--- src/rtl/rfem_pkg.sv ---
`default_nettype none
package rfem_pkg;

	localparam int FRAME_BYTES = 10;
	localparam int TIME_W      = 32;
	localparam int IDX_W       = $clog2(FRAME_BYTES);
	localparam int BCNT_W      = 7;
	localparam int CFG_IDX_W   = 3;

	localparam logic [BCNT_W-1:0] FRAME_BITS = BCNT_W'(FRAME_BYTES * 8);
	localparam logic [IDX_W-1:0]  LAST_IDX   = IDX_W'(FRAME_BYTES - 1);

	// preamble and sync windows, exclusive bounds in microseconds
	localparam logic [TIME_W-1:0] PRE_LO  = TIME_W'(2400);
	localparam logic [TIME_W-1:0] PRE_HI  = TIME_W'(2700);
	localparam logic [TIME_W-1:0] SYNC_LO = TIME_W'(4700);
	localparam logic [TIME_W-1:0] SYNC_HI = TIME_W'(5000);

	localparam logic [7:0] CHK_SEED  = 8'd163;
	localparam logic [7:0] REPORT_B0 = 8'd164;
	localparam logic [3:0] CHK_HI    = 4'hf;

	localparam logic [CFG_IDX_W-1:0] CFG_HALF_MIN = 3'd0;
	localparam logic [CFG_IDX_W-1:0] CFG_HALF_MAX = 3'd1;
	localparam logic [CFG_IDX_W-1:0] CFG_SYNC_OFF = 3'd2;
	localparam logic [CFG_IDX_W-1:0] CFG_GLITCH   = 3'd3;
	localparam logic [CFG_IDX_W-1:0] CFG_GAP      = 3'd4;

	typedef enum logic [2:0] {
		RX_IDLE = 3'd0,
		RX_WAIT = 3'd1,
		RX_DATA = 3'd2,
		RX_DONE = 3'd3,
		RX_PERR = 3'd4,
		RX_DERR = 3'd5
	} rx_state_t;

	typedef struct packed {
		logic        req_type;
		logic [31:0] edge_time_us;
	} in_item_t;

	typedef struct packed {
		logic [2:0] rx_state;
		logic [6:0] bit_count;
		logic       byte_valid;
		logic [3:0] byte_index;
		logic [7:0] byte_value;
		logic       checksum_ok;
		logic       last;
	} out_item_t;

	typedef struct packed {
		logic load;
		logic calc;
		logic decide;
		logic put_stat;
		logic rd;
		logic acc;
		logic chk;
		logic emit;
	} cmd_t;

	typedef struct packed {
		logic fin;
		logic slot_free;
		logic last_idx;
	} sts_t;

endpackage
`default_nettype wire

--- src/rtl/rf_edge_manchester_frame_receiver_unit.sv ---
// channel   | handshake                | payload
// ----------+--------------------------+--------------------------------
// input     | in_valid / in_stall      | in_item  (edge or clear request)
// result    | out_valid / out_stall    | out_item (status or frame byte)
// config    | cfg_valid / cfg_ready    | cfg_index, cfg_data
//
// a request that gives a status result passes through accept, interval and
// gap compute, receiver update, result write
// the edge that ends a frame goes on to walk the byte memory, which has one
// registered read port, twice: once for the checksum and once to emit the bytes
// out_stall holds the result register and the controller waits on it
// reset brings the controller, receiver, config and result-valid registers to their
// reset values at once; the byte memory is always fully written before it is read
`default_nettype none
module rf_edge_manchester_frame_receiver_unit (
	input  wire logic                           clk,
	input  wire logic                           arst_n,
	input  wire logic                           in_valid,
	output logic                                in_stall,
	input  wire rfem_pkg::in_item_t             in_item,
	output logic                                out_valid,
	input  wire logic                           out_stall,
	output rfem_pkg::out_item_t                 out_item,
	input  wire logic                           cfg_valid,
	output logic                                cfg_ready,
	input  wire logic [rfem_pkg::CFG_IDX_W-1:0] cfg_index,
	input  wire logic [31:0]                    cfg_data
);
	import rfem_pkg::*;

	cmd_t cmd;
	sts_t sts;

	assign cfg_ready = 1'b1;

	rfem_ctrl u_ctrl (
		.clk     (clk),
		.arst_n  (arst_n),
		.in_valid(in_valid),
		.in_stall(in_stall),
		.sts     (sts),
		.cmd     (cmd)
	);

	rfem_dp u_dp (
		.clk      (clk),
		.arst_n   (arst_n),
		.cmd      (cmd),
		.sts      (sts),
		.in_item  (in_item),
		.out_valid(out_valid),
		.out_stall(out_stall),
		.out_item (out_item),
		.cfg_valid(cfg_valid && cfg_ready),
		.cfg_index(cfg_index),
		.cfg_data (cfg_data)
	);

endmodule
`default_nettype wire

--- src/rtl/rfem_ram.sv ---
`default_nettype none
module rfem_ram #(
	parameter int WIDTH = 8,
	parameter int DEPTH = 16
) (
	input  wire logic                     clk,
	input  wire logic                     we,
	input  wire logic [$clog2(DEPTH)-1:0] waddr,
	input  wire logic [WIDTH-1:0]         wdata,
	input  wire logic                     re,
	input  wire logic [$clog2(DEPTH)-1:0] raddr,
	output logic      [WIDTH-1:0]         rdata
);

	logic [WIDTH-1:0] mem_q [DEPTH];

	always_ff @(posedge clk) begin
		if (we) begin
			mem_q[waddr] <= wdata;
		end
		if (re) begin
			rdata <= mem_q[raddr];
		end
	end

endmodule
`default_nettype wire

--- src/rtl/rfem_dp.sv ---
`default_nettype none
module rfem_dp (
	input  wire logic                        clk,
	input  wire logic                        arst_n,
	input  wire rfem_pkg::cmd_t              cmd,
	output rfem_pkg::sts_t                   sts,
	input  wire rfem_pkg::in_item_t          in_item,
	output logic                             out_valid,
	input  wire logic                        out_stall,
	output rfem_pkg::out_item_t              out_item,
	input  wire logic                        cfg_valid,
	input  wire logic [rfem_pkg::CFG_IDX_W-1:0] cfg_index,
	input  wire logic [31:0]                 cfg_data
);
	import rfem_pkg::*;

	logic [15:0]       cfg_hmin_q, cfg_hmax_q, cfg_soff_q, cfg_glim_q;
	logic [31:0]       cfg_gap_q;

	logic              typ_q;
	logic [TIME_W-1:0] t_q, ref_q, act_q, dur_q;
	logic              gap_hit_q;

	rx_state_t         rxst_q;
	logic [BCNT_W-1:0] bcnt_q;
	logic              prev_q, hw_q;
	logic [6:0]        acc_q;

	logic [IDX_W-1:0]  idx_q;
	logic [7:0]        prv_raw_q, chk_q;
	logic [3:0]        c_q;
	logic              ok_q;

	logic              out_valid_q;
	out_item_t         out_q;

	// next-state of the receiver for the decide step
	rx_state_t         st_d;
	logic [BCNT_W-1:0] cnt_d;
	logic              prev_d, hw_d, store, sbit, fin;
	logic [TIME_W-1:0] ref_d, act_d, tnew;
	logic              pre_win, sync_win, full_win, half_win, above_glitch;

	logic [7:0]        raw, dec, cb;
	logic              ram_we;

	assign above_glitch = dur_q > TIME_W'(cfg_glim_q);
	assign pre_win  = (dur_q > PRE_LO) && (dur_q < PRE_HI);
	assign sync_win = (dur_q > SYNC_LO) && (dur_q < SYNC_HI);
	assign full_win = (dur_q > TIME_W'({cfg_hmin_q, 1'b0}))
		&& (dur_q < TIME_W'({cfg_hmax_q, 1'b0}));
	assign half_win = (dur_q > TIME_W'(cfg_hmin_q)) && (dur_q < TIME_W'(cfg_hmax_q));

	always_comb begin
		st_d   = rxst_q;
		cnt_d  = bcnt_q;
		prev_d = prev_q;
		hw_d   = hw_q;
		ref_d  = ref_q;
		act_d  = act_q;
		store  = 1'b0;
		sbit   = prev_q;
		tnew   = t_q;
		fin    = 1'b0;
		if (typ_q) begin
			st_d   = RX_IDLE;
			cnt_d  = '0;
			prev_d = 1'b0;
			hw_d   = 1'b0;
		end else if (gap_hit_q) begin
			st_d   = RX_WAIT;
			cnt_d  = '0;
			prev_d = 1'b0;
			hw_d   = 1'b0;
			ref_d  = t_q;
			act_d  = t_q;
		end else if (!(rxst_q inside {RX_PERR, RX_DERR})) begin
			act_d = t_q;
			if (above_glitch) begin
				case (rxst_q)
					RX_WAIT: begin
						if (pre_win) begin
							st_d = RX_WAIT;
						end else if (sync_win) begin
							st_d   = RX_DATA;
							prev_d = 1'b1;
							tnew   = t_q + TIME_W'(cfg_soff_q);
						end else begin
							st_d = RX_PERR;
						end
					end
					RX_DATA: begin
						// full-bit window wins where the two overlap
						if (full_win) begin
							prev_d = ~prev_q;
							store  = 1'b1;
							sbit   = ~prev_q;
						end else if (half_win) begin
							if (hw_q) begin
								hw_d = 1'b0;
							end else begin
								hw_d  = 1'b1;
								store = 1'b1;
								sbit  = prev_q;
							end
						end else begin
							st_d = RX_DERR;
						end
					end
					default: begin
						st_d = rxst_q;
					end
				endcase
			end
			ref_d = tnew;
			if (store) begin
				cnt_d = bcnt_q + BCNT_W'(1);
			end
			if (st_d == RX_DATA && cnt_d == FRAME_BITS) begin
				st_d = RX_DONE;
				fin  = 1'b1;
			end
		end
	end

	// a byte is written once its eighth bit arrives
	assign ram_we = cmd.decide && store && (bcnt_q[2:0] == 3'd7);

	rfem_ram #(
		.WIDTH(8),
		.DEPTH(FRAME_BYTES)
	) u_bytes (
		.clk  (clk),
		.we   (ram_we),
		.waddr(bcnt_q[BCNT_W-1:3]),
		.wdata({acc_q, sbit}),
		.re   (cmd.rd),
		.raddr(idx_q),
		.rdata(raw)
	);

	assign dec = (idx_q == '0) ? raw : (raw ^ prv_raw_q);
	assign cb  = (idx_q == '0) ? CHK_SEED : (idx_q == IDX_W'(1)) ? 8'd0 : dec;

	always_ff @(posedge clk or negedge arst_n) begin
		if (!arst_n) begin
			cfg_hmin_q <= 16'd500;
			cfg_hmax_q <= 16'd800;
			cfg_soff_q <= 16'd650;
			cfg_glim_q <= 16'd100;
			cfg_gap_q  <= 32'd100000;
			rxst_q     <= RX_IDLE;
			bcnt_q     <= '0;
			prev_q     <= 1'b0;
			hw_q       <= 1'b0;
			ref_q      <= '0;
			act_q      <= '0;
		end else begin
			if (cfg_valid) begin
				case (cfg_index)
					CFG_HALF_MIN: cfg_hmin_q <= cfg_data[15:0];
					CFG_HALF_MAX: cfg_hmax_q <= cfg_data[15:0];
					CFG_SYNC_OFF: cfg_soff_q <= cfg_data[15:0];
					CFG_GLITCH:   cfg_glim_q <= cfg_data[15:0];
					CFG_GAP:      cfg_gap_q  <= cfg_data;
					default: begin
					end
				endcase
			end
			if (cmd.decide) begin
				rxst_q <= st_d;
				bcnt_q <= cnt_d;
				prev_q <= prev_d;
				hw_q   <= hw_d;
				ref_q  <= ref_d;
				act_q  <= act_d;
			end
			if (cmd.chk && chk_q[7:4] == CHK_HI && chk_q[3:0] == c_q) begin
				bcnt_q <= '0;
			end
		end
	end

	always_ff @(posedge clk) begin
		if (cmd.load) begin
			typ_q <= in_item.req_type;
			t_q   <= TIME_W'(in_item.edge_time_us);
		end
		if (cmd.calc) begin
			gap_hit_q <= (t_q - act_q) > TIME_W'(cfg_gap_q);
			dur_q     <= t_q - ref_q;
		end
		if (cmd.decide) begin
			idx_q <= '0;
			c_q   <= '0;
			if (store) begin
				acc_q <= {acc_q[5:0], sbit};
			end
		end
		if (cmd.acc) begin
			c_q       <= c_q ^ cb[7:4] ^ cb[3:0];
			prv_raw_q <= raw;
			idx_q     <= idx_q + IDX_W'(1);
			if (idx_q == IDX_W'(1)) begin
				chk_q <= dec;
			end
		end
		if (cmd.chk) begin
			ok_q  <= (chk_q[7:4] == CHK_HI) && (chk_q[3:0] == c_q);
			idx_q <= '0;
		end
		if (cmd.emit) begin
			prv_raw_q <= raw;
			idx_q     <= idx_q + IDX_W'(1);
		end
	end

	// result register
	always_ff @(posedge clk or negedge arst_n) begin
		if (!arst_n) begin
			out_valid_q <= 1'b0;
		end else if (cmd.put_stat || cmd.emit) begin
			out_valid_q <= 1'b1;
		end else if (!out_stall) begin
			out_valid_q <= 1'b0;
		end
	end

	always_ff @(posedge clk) begin
		if (cmd.put_stat) begin
			out_q.rx_state    <= rxst_q;
			out_q.bit_count   <= bcnt_q;
			out_q.byte_valid  <= 1'b0;
			out_q.byte_index  <= '0;
			out_q.byte_value  <= '0;
			out_q.checksum_ok <= 1'b0;
			out_q.last        <= 1'b1;
		end else if (cmd.emit) begin
			out_q.rx_state    <= rxst_q;
			out_q.bit_count   <= bcnt_q;
			out_q.byte_valid  <= 1'b1;
			out_q.byte_index  <= 4'(idx_q);
			out_q.byte_value  <= (idx_q == '0) ? REPORT_B0 : dec;
			out_q.checksum_ok <= ok_q;
			out_q.last        <= (idx_q == LAST_IDX);
		end
	end

	assign out_valid     = out_valid_q;
	assign out_item      = out_q;
	assign sts.fin       = fin;
	assign sts.slot_free = !out_valid_q || !out_stall;
	assign sts.last_idx  = (idx_q == LAST_IDX);

	a_fin_done: assert property (@(posedge clk) disable iff (!arst_n)
		cmd.decide && fin |=> rxst_q == RX_DONE && bcnt_q == FRAME_BITS)
		else $error("frame end did not land in finished state");

	a_cnt_range: assert property (@(posedge clk) disable iff (!arst_n)
		bcnt_q <= FRAME_BITS)
		else $error("bit counter beyond frame length");

	a_last_byte: assert property (@(posedge clk) disable iff (!arst_n)
		out_valid_q && out_q.byte_valid && out_q.last |-> out_q.byte_index == 4'(LAST_IDX))
		else $error("last byte result at wrong index");

endmodule
`default_nettype wire

--- src/rtl/rfem_ctrl.sv ---
`default_nettype none
module rfem_ctrl (
	input  wire logic           clk,
	input  wire logic           arst_n,
	input  wire logic           in_valid,
	output logic                in_stall,
	input  wire rfem_pkg::sts_t sts,
	output rfem_pkg::cmd_t      cmd
);
	import rfem_pkg::*;

	typedef enum logic [3:0] {
		S_IDLE,
		S_CALC,
		S_DECIDE,
		S_PUT,
		S_RD1,
		S_ACC1,
		S_CHK,
		S_RD2,
		S_EMIT
	} state_t;

	state_t state_q;

	always_ff @(posedge clk or negedge arst_n) begin
		if (!arst_n) begin
			state_q <= S_IDLE;
		end else begin
			case (state_q)
				S_IDLE: begin
					if (in_valid) begin
						state_q <= S_CALC;
					end
				end
				S_CALC: begin
					state_q <= S_DECIDE;
				end
				S_DECIDE: begin
					state_q <= sts.fin ? S_RD1 : S_PUT;
				end
				S_PUT: begin
					if (sts.slot_free) begin
						state_q <= S_IDLE;
					end
				end
				S_RD1: begin
					state_q <= S_ACC1;
				end
				S_ACC1: begin
					state_q <= sts.last_idx ? S_CHK : S_RD1;
				end
				S_CHK: begin
					state_q <= S_RD2;
				end
				S_RD2: begin
					state_q <= S_EMIT;
				end
				S_EMIT: begin
					if (sts.slot_free) begin
						state_q <= sts.last_idx ? S_IDLE : S_RD2;
					end
				end
				default: begin
					state_q <= S_IDLE;
				end
			endcase
		end
	end

	assign in_stall     = (state_q != S_IDLE);
	assign cmd.load     = (state_q == S_IDLE) && in_valid;
	assign cmd.calc     = (state_q == S_CALC);
	assign cmd.decide   = (state_q == S_DECIDE);
	assign cmd.put_stat = (state_q == S_PUT) && sts.slot_free;
	assign cmd.rd       = (state_q == S_RD1) || (state_q == S_RD2);
	assign cmd.acc      = (state_q == S_ACC1);
	assign cmd.chk      = (state_q == S_CHK);
	assign cmd.emit     = (state_q == S_EMIT) && sts.slot_free;

	a_accept_calc: assert property (@(posedge clk) disable iff (!arst_n)
		in_valid && !in_stall |=> state_q == S_CALC)
		else $error("accepted request not processed");

	a_emit_hold: assert property (@(posedge clk) disable iff (!arst_n)
		state_q == S_EMIT && !sts.slot_free |=> state_q == S_EMIT)
		else $error("byte result dropped while output full");

	a_put_free: assert property (@(posedge clk) disable iff (!arst_n)
		cmd.put_stat || cmd.emit |-> sts.slot_free)
		else $error("result written into full output register");

endmodule
`default_nettype wire

--- config.mk ---
export PLATFORM = sky130hd
export DESIGN_NAME = rf_edge_manchester_frame_receiver_unit
export DESIGN_NICKNAME = d
export VERILOG_FILES = /design/src/rtl/rfem_pkg.sv /design/src/rtl/rf_edge_manchester_frame_receiver_unit.sv /design/src/rtl/rfem_ram.sv /design/src/rtl/rfem_dp.sv /design/src/rtl/rfem_ctrl.sv
export SDC_FILE = /design/constraint.sdc
export NUM_CORES = 1
export LEC_CHECK = 0
export BUFFER_PORTS_ARGS = -buffer_cell sky130_fd_sc_hd__clkbuf_2
export CAP_MARGIN = 20
export CORE_MARGIN = 2
export CORE_UTILIZATION = 55
export DETAILED_ROUTE_END_ITERATION = 8
export PLACE_DENSITY_LB_ADDON = 0.12
export SLEW_MARGIN = 5
export SYNTH_ARGS = -nofsm -noshare
export SYNTH_HDL_FRONTEND = slang
export SYNTH_SLANG_ARGS = --single-unit
--- constraint.sdc ---
create_clock -name clk -period 5.6 [get_ports clk]
set_input_delay 0.28 -clock clk [delete_from_list [all_inputs] [get_ports clk]]
set_output_delay 0.28 -clock clk [all_outputs]
set_load 0.02 [all_outputs]
==> flow_metrics.py, run 1 <==
metrics = {
    "sta": {
        "fin_crit_ns": 5.10,
        "maxSlewViolCount": 0,
        "fin_tns_setup_ns": 0,
        "max_freq_mhz": 196,
        "fin_hold_ws_ns": 0.0470,
        "fin_crit_sh": 0.910,
        "relSlewSlack": 0.260,
        "fin_ws_ns": 0.502,
        "rsz0062_at_grt": "false",
        "finalClockSkew_ns": 0.0107,
        "tightestPinTransition_ns": 1.11,
        "finalHoldViolCount": 0,
        "setup_viol": 0,
    },
    "logic_synthesis": {
        "synth_area_leaders": "edfxtp_1 27%, dfrtp_1 18%, ha_1 11%, o21ai_0 4.2%, nand2_1 3.7%",
        "syn_area_sq_um": 21800,
        "synth_async_sr_flop_share": 0.456,
        "yosysMostFrequentCell": "nand2_1",
        "synth_nets": 2336,
        "seq_area_frac_synth": 0.489,
        "yosysWarningCount": 0,
        "synth.avg_cell_area_sq_um": 10.5,
        "synth_edf_count": 196,
        "syn_inst": 2067,
        "synthFlopType": "edfxtp_1",
        "synth_area_leader_cell": "edfxtp_1",
        "ys_ff_latch": 388,
        "synth.distinct_cells": 80,
        "synth_top_area_share": 0.270,
        "ys_top_cells_by_count": "216 x nand2_1, 196 x edfxtp_1, 193 x ha_1, 184 x o21ai_0, 180 x inv_1",
    },
    "place": {
        "portBuffers": 99,
        "dp_hpwl_mm": 36.4,
        "placed_area_sq_um": 22900,
        "dp.cells": 2650,
        "dp_worst_setup_slack_ns": 0.295,
        "gp_congestion": 0.887,
    },
    "detailed_routing": {
        "vias": 15900,
        "wl_met2_mm": 23.7,
        "drtPass1Iterations": 5,
        "antenna_left": 0,
        "met3_wirelength_mm": 2.49,
        "via_per_inst": 5.72,
        "maxUsedRoutingLayer": "met4",
        "m1WireLength_mm": 22.9,
        "drc": 0,
        "drt_iter0_drc": 900,
        "drt_wl_total_mm": 50.2,
        "post_drt_wl_per_cell_um": 18.0,
    },
    "grt": {
        "first_global_vias": 15900,
        "grt_max_degree": 101,
        "grt-ovfl-total": 0,
        "antenna_found_initial": 1,
        "grt_pass1_wl_mm": 82.2,
        "grtUsageTotal": 0.250,
    },
    "final_layout": {
        "regArea_sq_um": 10600,
        "final_cells": 2782,
        "nFillCells": 3087,
        "finalInstanceArea_sq_um": 24800,
        "multi_input_area_sq_um": 10300,
        "drive_above_1_share": 0.120,
        "areaGrowthSynthToFinish_pct": 14.0,
        "postLayoutCoreUtil": 0.639,
        "num-nets-final": 2498,
    },
    "power": {
        "p_per_area_nw_per_um2": 500,
        "ir_drop_mv": 0.364,
        "static-leakage-power_nw": 10.3,
        "total_power_mw": 12.4,
    },
    "floorplan": {
        "dieWidth_um": 203,
        "ios": 101,
        "die_y_um": 203,
        "start_util": 0.561,
        "fp.dieArea_sq_um": 41200,
        "coreArea_sq_um": 38800,
        "std_cell_rows": 72,
    },
    "job": {
        "drv_cap": 0,
    },
    "cts": {
        "htreeDepth": 2,
        "clk_latency_ns": 0.58,
        "cts_buffer_depth": 3,
        "root_buffer": "clkbuf_16",
        "clkTransAtPathRegs_ns": 0.06,
        "clock_sinks": 388,
        "cts_made_buffers": 42,
        "tritoncts": "built",
    },
    "critical_path": {
        "crit_end": "u_dp.gap_hit_q",
        "cp_max_fo": 5,
        "worstPathArrival_ns": 5.52,
        "r2r_end": "u_dp.gap_hit_q",
        "critical_path_class": "flip-flop to flip-flop",
        "cp-end-kind": "flip-flop",
        "worst_r2r_path_depth": 18,
        "regToRegSetupSlack_ns": 0.50,
        "critical_path.startpoint": "u_dp.t_q[10]",
        "r2r-start": "u_dp.t_q[10]",
        "crit_path_start_kind": "flip-flop",
        "cp.required_ns": 6.02,
    },
    "status": {
        "outcome": "complete, no violations",
    },
    "worst_hold_path": {
        "hold_class": "input port to flip-flop",
        "hold_path_depth": 3,
    },
}
==> timing repair <==
item                       4_1_cts  5_1_grt
hold endpoints to repair       133        0
resized for setup                0        1
hold buffers                    53        0
setup endpoints to repair        0        1
buffers inserted                 0        0
==> flip-flops by register name (all words and copies together), names as in the netlist, 16 cells and up <==
name	count
u_dp.cfg_gap_q	32
u_dp.u_bytes.mem_q	80
u_dp.out_item	25
u_dp.t_q	32
u_dp.act_q	32
u_dp.cfg_soff_q	16
u_dp.dur_q	32
u_dp.cfg_hmax_q	16
u_dp.cfg_hmin_q	16
u_dp.ref_q	32
u_dp.cfg_glim_q	16
==> power breakdown <==
| part | internal [mW] | switching [mW] | leakage, nW |
|---|---|---|---|
| clock | 1.61 | 1.16 | 0.660 |
| combinational | 2.29 | 3.01 | 5.57 |
| sequential | 3.78 | 0.547 | 4.07 |
| total | 7.68 | 4.72 | 10.3 |
==> worst min-delay path by stage <==
| stage | start | end | slack, ns |
|---|---|---|---|
| finish | cfg_data[4] | u_dp.cfg_hmin_q[4] | 0.05 |
| global route | cfg_data[15] | u_dp.cfg_gap_q[15] | 0.05 |
| CTS | cfg_data[3] | u_dp.cfg_hmax_q[3] | 0.02 |
| detailed placement | u_dp.out_item[5] | u_dp.out_item[5] | 0.44 |
| global placement | u_dp.out_item[14] | u_dp.out_item[14] | 0.44 |
| floorplan | arst_n | u_ctrl.state_q[0] | -0.02 |
==> per-layer routing <==
layer / up-vias / GRT usage
met2: 369 / 0.420
met1: 7658 / 0.341
met3: 73 / 0.0331
met5: - / 0
met4: 0 / 0.0719
li1: 7825 / -
==> cell families (layout without fill, tap and decap cells) <==
logic type               after synthesis  in the layout  synth area share
adder cells (fa/ha/maj)              196            196             0.114
AO/OA/AOI/OAI                        509            509             0.144
AND/OR/NAND/NOR                      570            570             0.129
flip-flops                           388            388             0.489
buffers and inverters                235            431            0.0408
multiplexers                          73             73            0.0447
XOR/XNOR                              95             95            0.0382
other                                  1              2          0.000172
==> worst max-delay path: stages, from the launching register on <==
cell      delay, ns
edfxtp_1       0.49
ha_1           0.40
o211a_1        0.25
a211oi_1       0.43
nor3b_1        0.14
a211oi_1       0.31
a21oi_1        0.15
o31a_1         0.37
a21oi_1        0.30
o21bai_1       0.13
xor2_1         0.17
ha_1           0.30
and3_1         0.18
nand4_1        0.19
nor3_2         0.38
o21ai_0        0.15
a21oi_1        0.33
o21ai_0        0.13
a32oi_1        0.15
==> cell type report <==
type                            instances  area share
Antenna cell                            1    0.000101
Clock buffer                           60      0.0455
Clock inverter                         18     0.00928
Inverter                              180      0.0272
Multi-Input combinational cell       1444       0.415
Sequential cell                       388       0.429
Tap cell                              518      0.0261
Timing Repair Buffer                  173      0.0480
==> cells in the final DEF, fill, tap and decap left out, types with 15 or more instances in the layout <==
cell type	count
nor2b_1	27
and2_1	16
nand2b_1	20
ha_1	193
buf_4	21
a21o_1	35
nand3_1	32
dfrtp_1	155
mux4_2	16
a31oi_1	17
xor2_1	38
nor2_1	109
a211oi_1	21
clkbuf_2	98
nor3_1	32
o21ai_0	184
mux2i_1	23
nand4_1	30
a21oi_1	111
o21a_1	26
inv_1	180
or3_1	17
clkbuf_16	42
dfstp_2	22
nand2_1	216
xnor2_1	57
dfxtp_1	15
edfxtp_1	196
mux2_2	34
clkbuf_1	17
dlygate4sd3_1	53
Power figures use the tool's default switching activity.
==> run 2, diff against run 1 <==
- CORE_UTILIZATION: 55 -> 25
==> flow_metrics.py, run 2 (synthesis results as in run 1) <==
metrics = {
    "critical_path": {
        "cp_max_fo": 3,
        "slowest_stage": "nor3_1",
        "crit_path_start_kind": "flip-flop",
        "worstPathArrival_ns": 5.61,
        "max_stage_delay_ns": 0.53,
        "regToRegSetupSlack_ns": 0.40,
        "cp.required_ns": 6.01,
        "critical_path.startpoint": "u_dp.t_q[0]",
        "crit_path_cell_trace": "inv_1, ha_1, inv_1, fa_1, a21oi_1, o21ai_0, o211ai_1, a21oi_1, o31ai_1, o21bai_1, xnor2_1, ha_1, and3_1, nand4_1, nor3_1, o21ai_0, a21oi_1, o21ai_0, a32oi_1",
        "cp-end-kind": "flip-flop",
        "crit_family": "compound AO/OA/AOI/OAI gates",
        "critical_path_class": "flip-flop to flip-flop",
        "path_buf_inv": 2,
        "r2r_end": "u_dp.gap_hit_q",
        "r2r-start": "u_dp.t_q[0]",
        "worst_r2r_path_depth": 19,
    },
    "detailed_routing": {
        "via_per_inst": 4.55,
        "post_drt_wl_per_cell_um": 17.1,
        "antenna_left": 0,
        "vias": 15600,
        "drt_iter0_drc": 772,
        "drtPass1Iterations": 5,
        "drt_wl_total_mm": 58.8,
        "drc": 0,
    },
    "cts": {
        "postCtsResizedCells": 0,
        "ctsHoldBuffers": 53,
        "root_buffer": "clkbuf_16",
        "clock_sinks": 388,
        "htreeDepth": 2,
        "cts_buffer_depth": 3,
        "clk_latency_ns": 0.59,
        "tritoncts": "built",
        "clkTransAtPathRegs_ns": 0.06,
        "cts_setup_buffers": 0,
        "cts_made_buffers": 47,
    },
    "sta": {
        "relSlewSlack": 0.343,
        "finalHoldViolCount": 0,
        "maxSlewViolCount": 0,
        "fin_crit_ns": 5.20,
        "tightestPinTransition_ns": 0.983,
        "rsz0062_at_grt": "false",
        "finalClockSkew_ns": 0.0236,
        "max_freq_mhz": 192,
        "fin_crit_sh": 0.929,
        "setup_viol": 0,
        "fin_tns_setup_ns": 0,
    },
    "final_layout": {
        "largest_reg_flops": 80,
        "nFillCells": 8998,
        "regArea_sq_um": 10600,
        "postLayoutCoreUtil": 0.299,
        "drive_above_1_share": 0.125,
        "largest_register": "u_dp.u_bytes.mem_q",
        "finalInstanceArea_sq_um": 25900,
        "layout_commonest_cell": "nand2_1",
        "num-nets-final": 2504,
        "final_cells": 3429,
        "mostFrequentLayoutCells": "216 x nand2_1, 196 x edfxtp_1, 193 x ha_1, 184 x o21ai_0, 180 x inv_1",
        "multi_input_area_sq_um": 10300,
        "n_antenna_cell": 0,
        "areaGrowthSynthToFinish_pct": 18.9,
    },
    "grt": {
        "grt_max_degree": 85,
        "grt-ovfl-total": 0,
        "antenna_found_initial": 2,
        "grtUsageTotal": 0.132,
        "grt_pass1_wl_mm": 93.1,
        "first_global_vias": 15900,
    },
    "place": {
        "portBuffers": 99,
        "gp_congestion": 0.821,
        "placed_area_sq_um": 23700,
        "dp.cells": 3286,
        "dp_hpwl_mm": 44.0,
    },
    "worst_hold_path": {
        "hold_path_depth": 3,
        "holdPathEnd": "u_dp.cfg_hmin_q[4]",
        "hold_class": "input port to flip-flop",
        "worstHoldStart": "cfg_data[4]",
    },
    "floorplan": {
        "die_y_um": 299,
        "fp.dieArea_sq_um": 89400,
        "std_cell_rows": 108,
        "start_util": 0.252,
        "dieWidth_um": 299,
        "coreArea_sq_um": 86500,
        "ios": 101,
    },
    "status": {
        "outcome": "complete, no violations",
    },
    "power": {
        "ir_drop_mv": 0.210,
        "p_per_area_nw_per_um2": 501,
        "total_power_mw": 13.0,
        "static-leakage-power_nw": 10.4,
    },
    "job": {
        "drv_cap": 0,
    },
}
[run 2: cell types whose count changed in the layout (fill, tap and decap cells not counted), sizes merged]
| cell | delta |
|---|---|
| clkbuf | +6 |
| inv | -1 |
| diode | -1 |
| bufinv | +3 |
| clkinv | +3 |
[run 2: how the worst max path moves through the flow]
stage	endpoint	slack [ns]	depth (start not counted)
3_5_place_dp	u_dp.gap_hit_q	0.34	19
5_1_grt	u_dp.gap_hit_q	0.04	19
4_1_cts	u_dp.gap_hit_q	0.27	19
6_report	u_dp.gap_hit_q	0.40	19
3_3_place_gp	u_dp.gap_hit_q	0.37	19
2_1_floorplan	u_dp.dur_q[0]	0.92	2
[run 2: layer usage]
metal	part of all wire	wire length [um]	global-route usage	vias up
met4	0.024	1440	0.0371	0
met5	0	0	0	-
met1	0.50	29100	0.187	7422
met3	0.032	1880	0.0185	81
met2	0.45	26400	0.212	241
li1	-	-	-	7846
[run 2: report_power, final]
part / internal, mW / total (mW) / switching, mW
clock network: 1.94 / 3.19 / 1.25
registers: 3.78 / 4.31 / 0.532
logic: 2.32 / 5.48 / 3.16
[run 2: stage by stage]
| stage | hold slack, ns | setup WS (ns) |
|---|---|---|
| after floorplan | -0.0156 | 0.917 |
| after global placement | 0.408 | 0.370 |
| after detailed placement | 0.408 | 0.340 |
| after CTS | 0.0149 | 0.268 |
| after global routing | 0.0457 | 0.0446 |
| final | 0.0676 | 0.398 |
[run 2: area by class of cell]
class | instances | share of cell area
sequential | 388 | 0.411
inverter | 180 | 0.0261
tap | 1155 | 0.0558
clock inverter | 23 | 0.0118
clock buffer | 65 | 0.0500
timing repair buffer | 174 | 0.0476
multi-input combinational | 1444 | 0.398
[run 2: tightest hold or removal path: stages]
cell and delay (ns):
clkbuf_2 0.19, nand2_1 0.09, o21ai_0 0.07
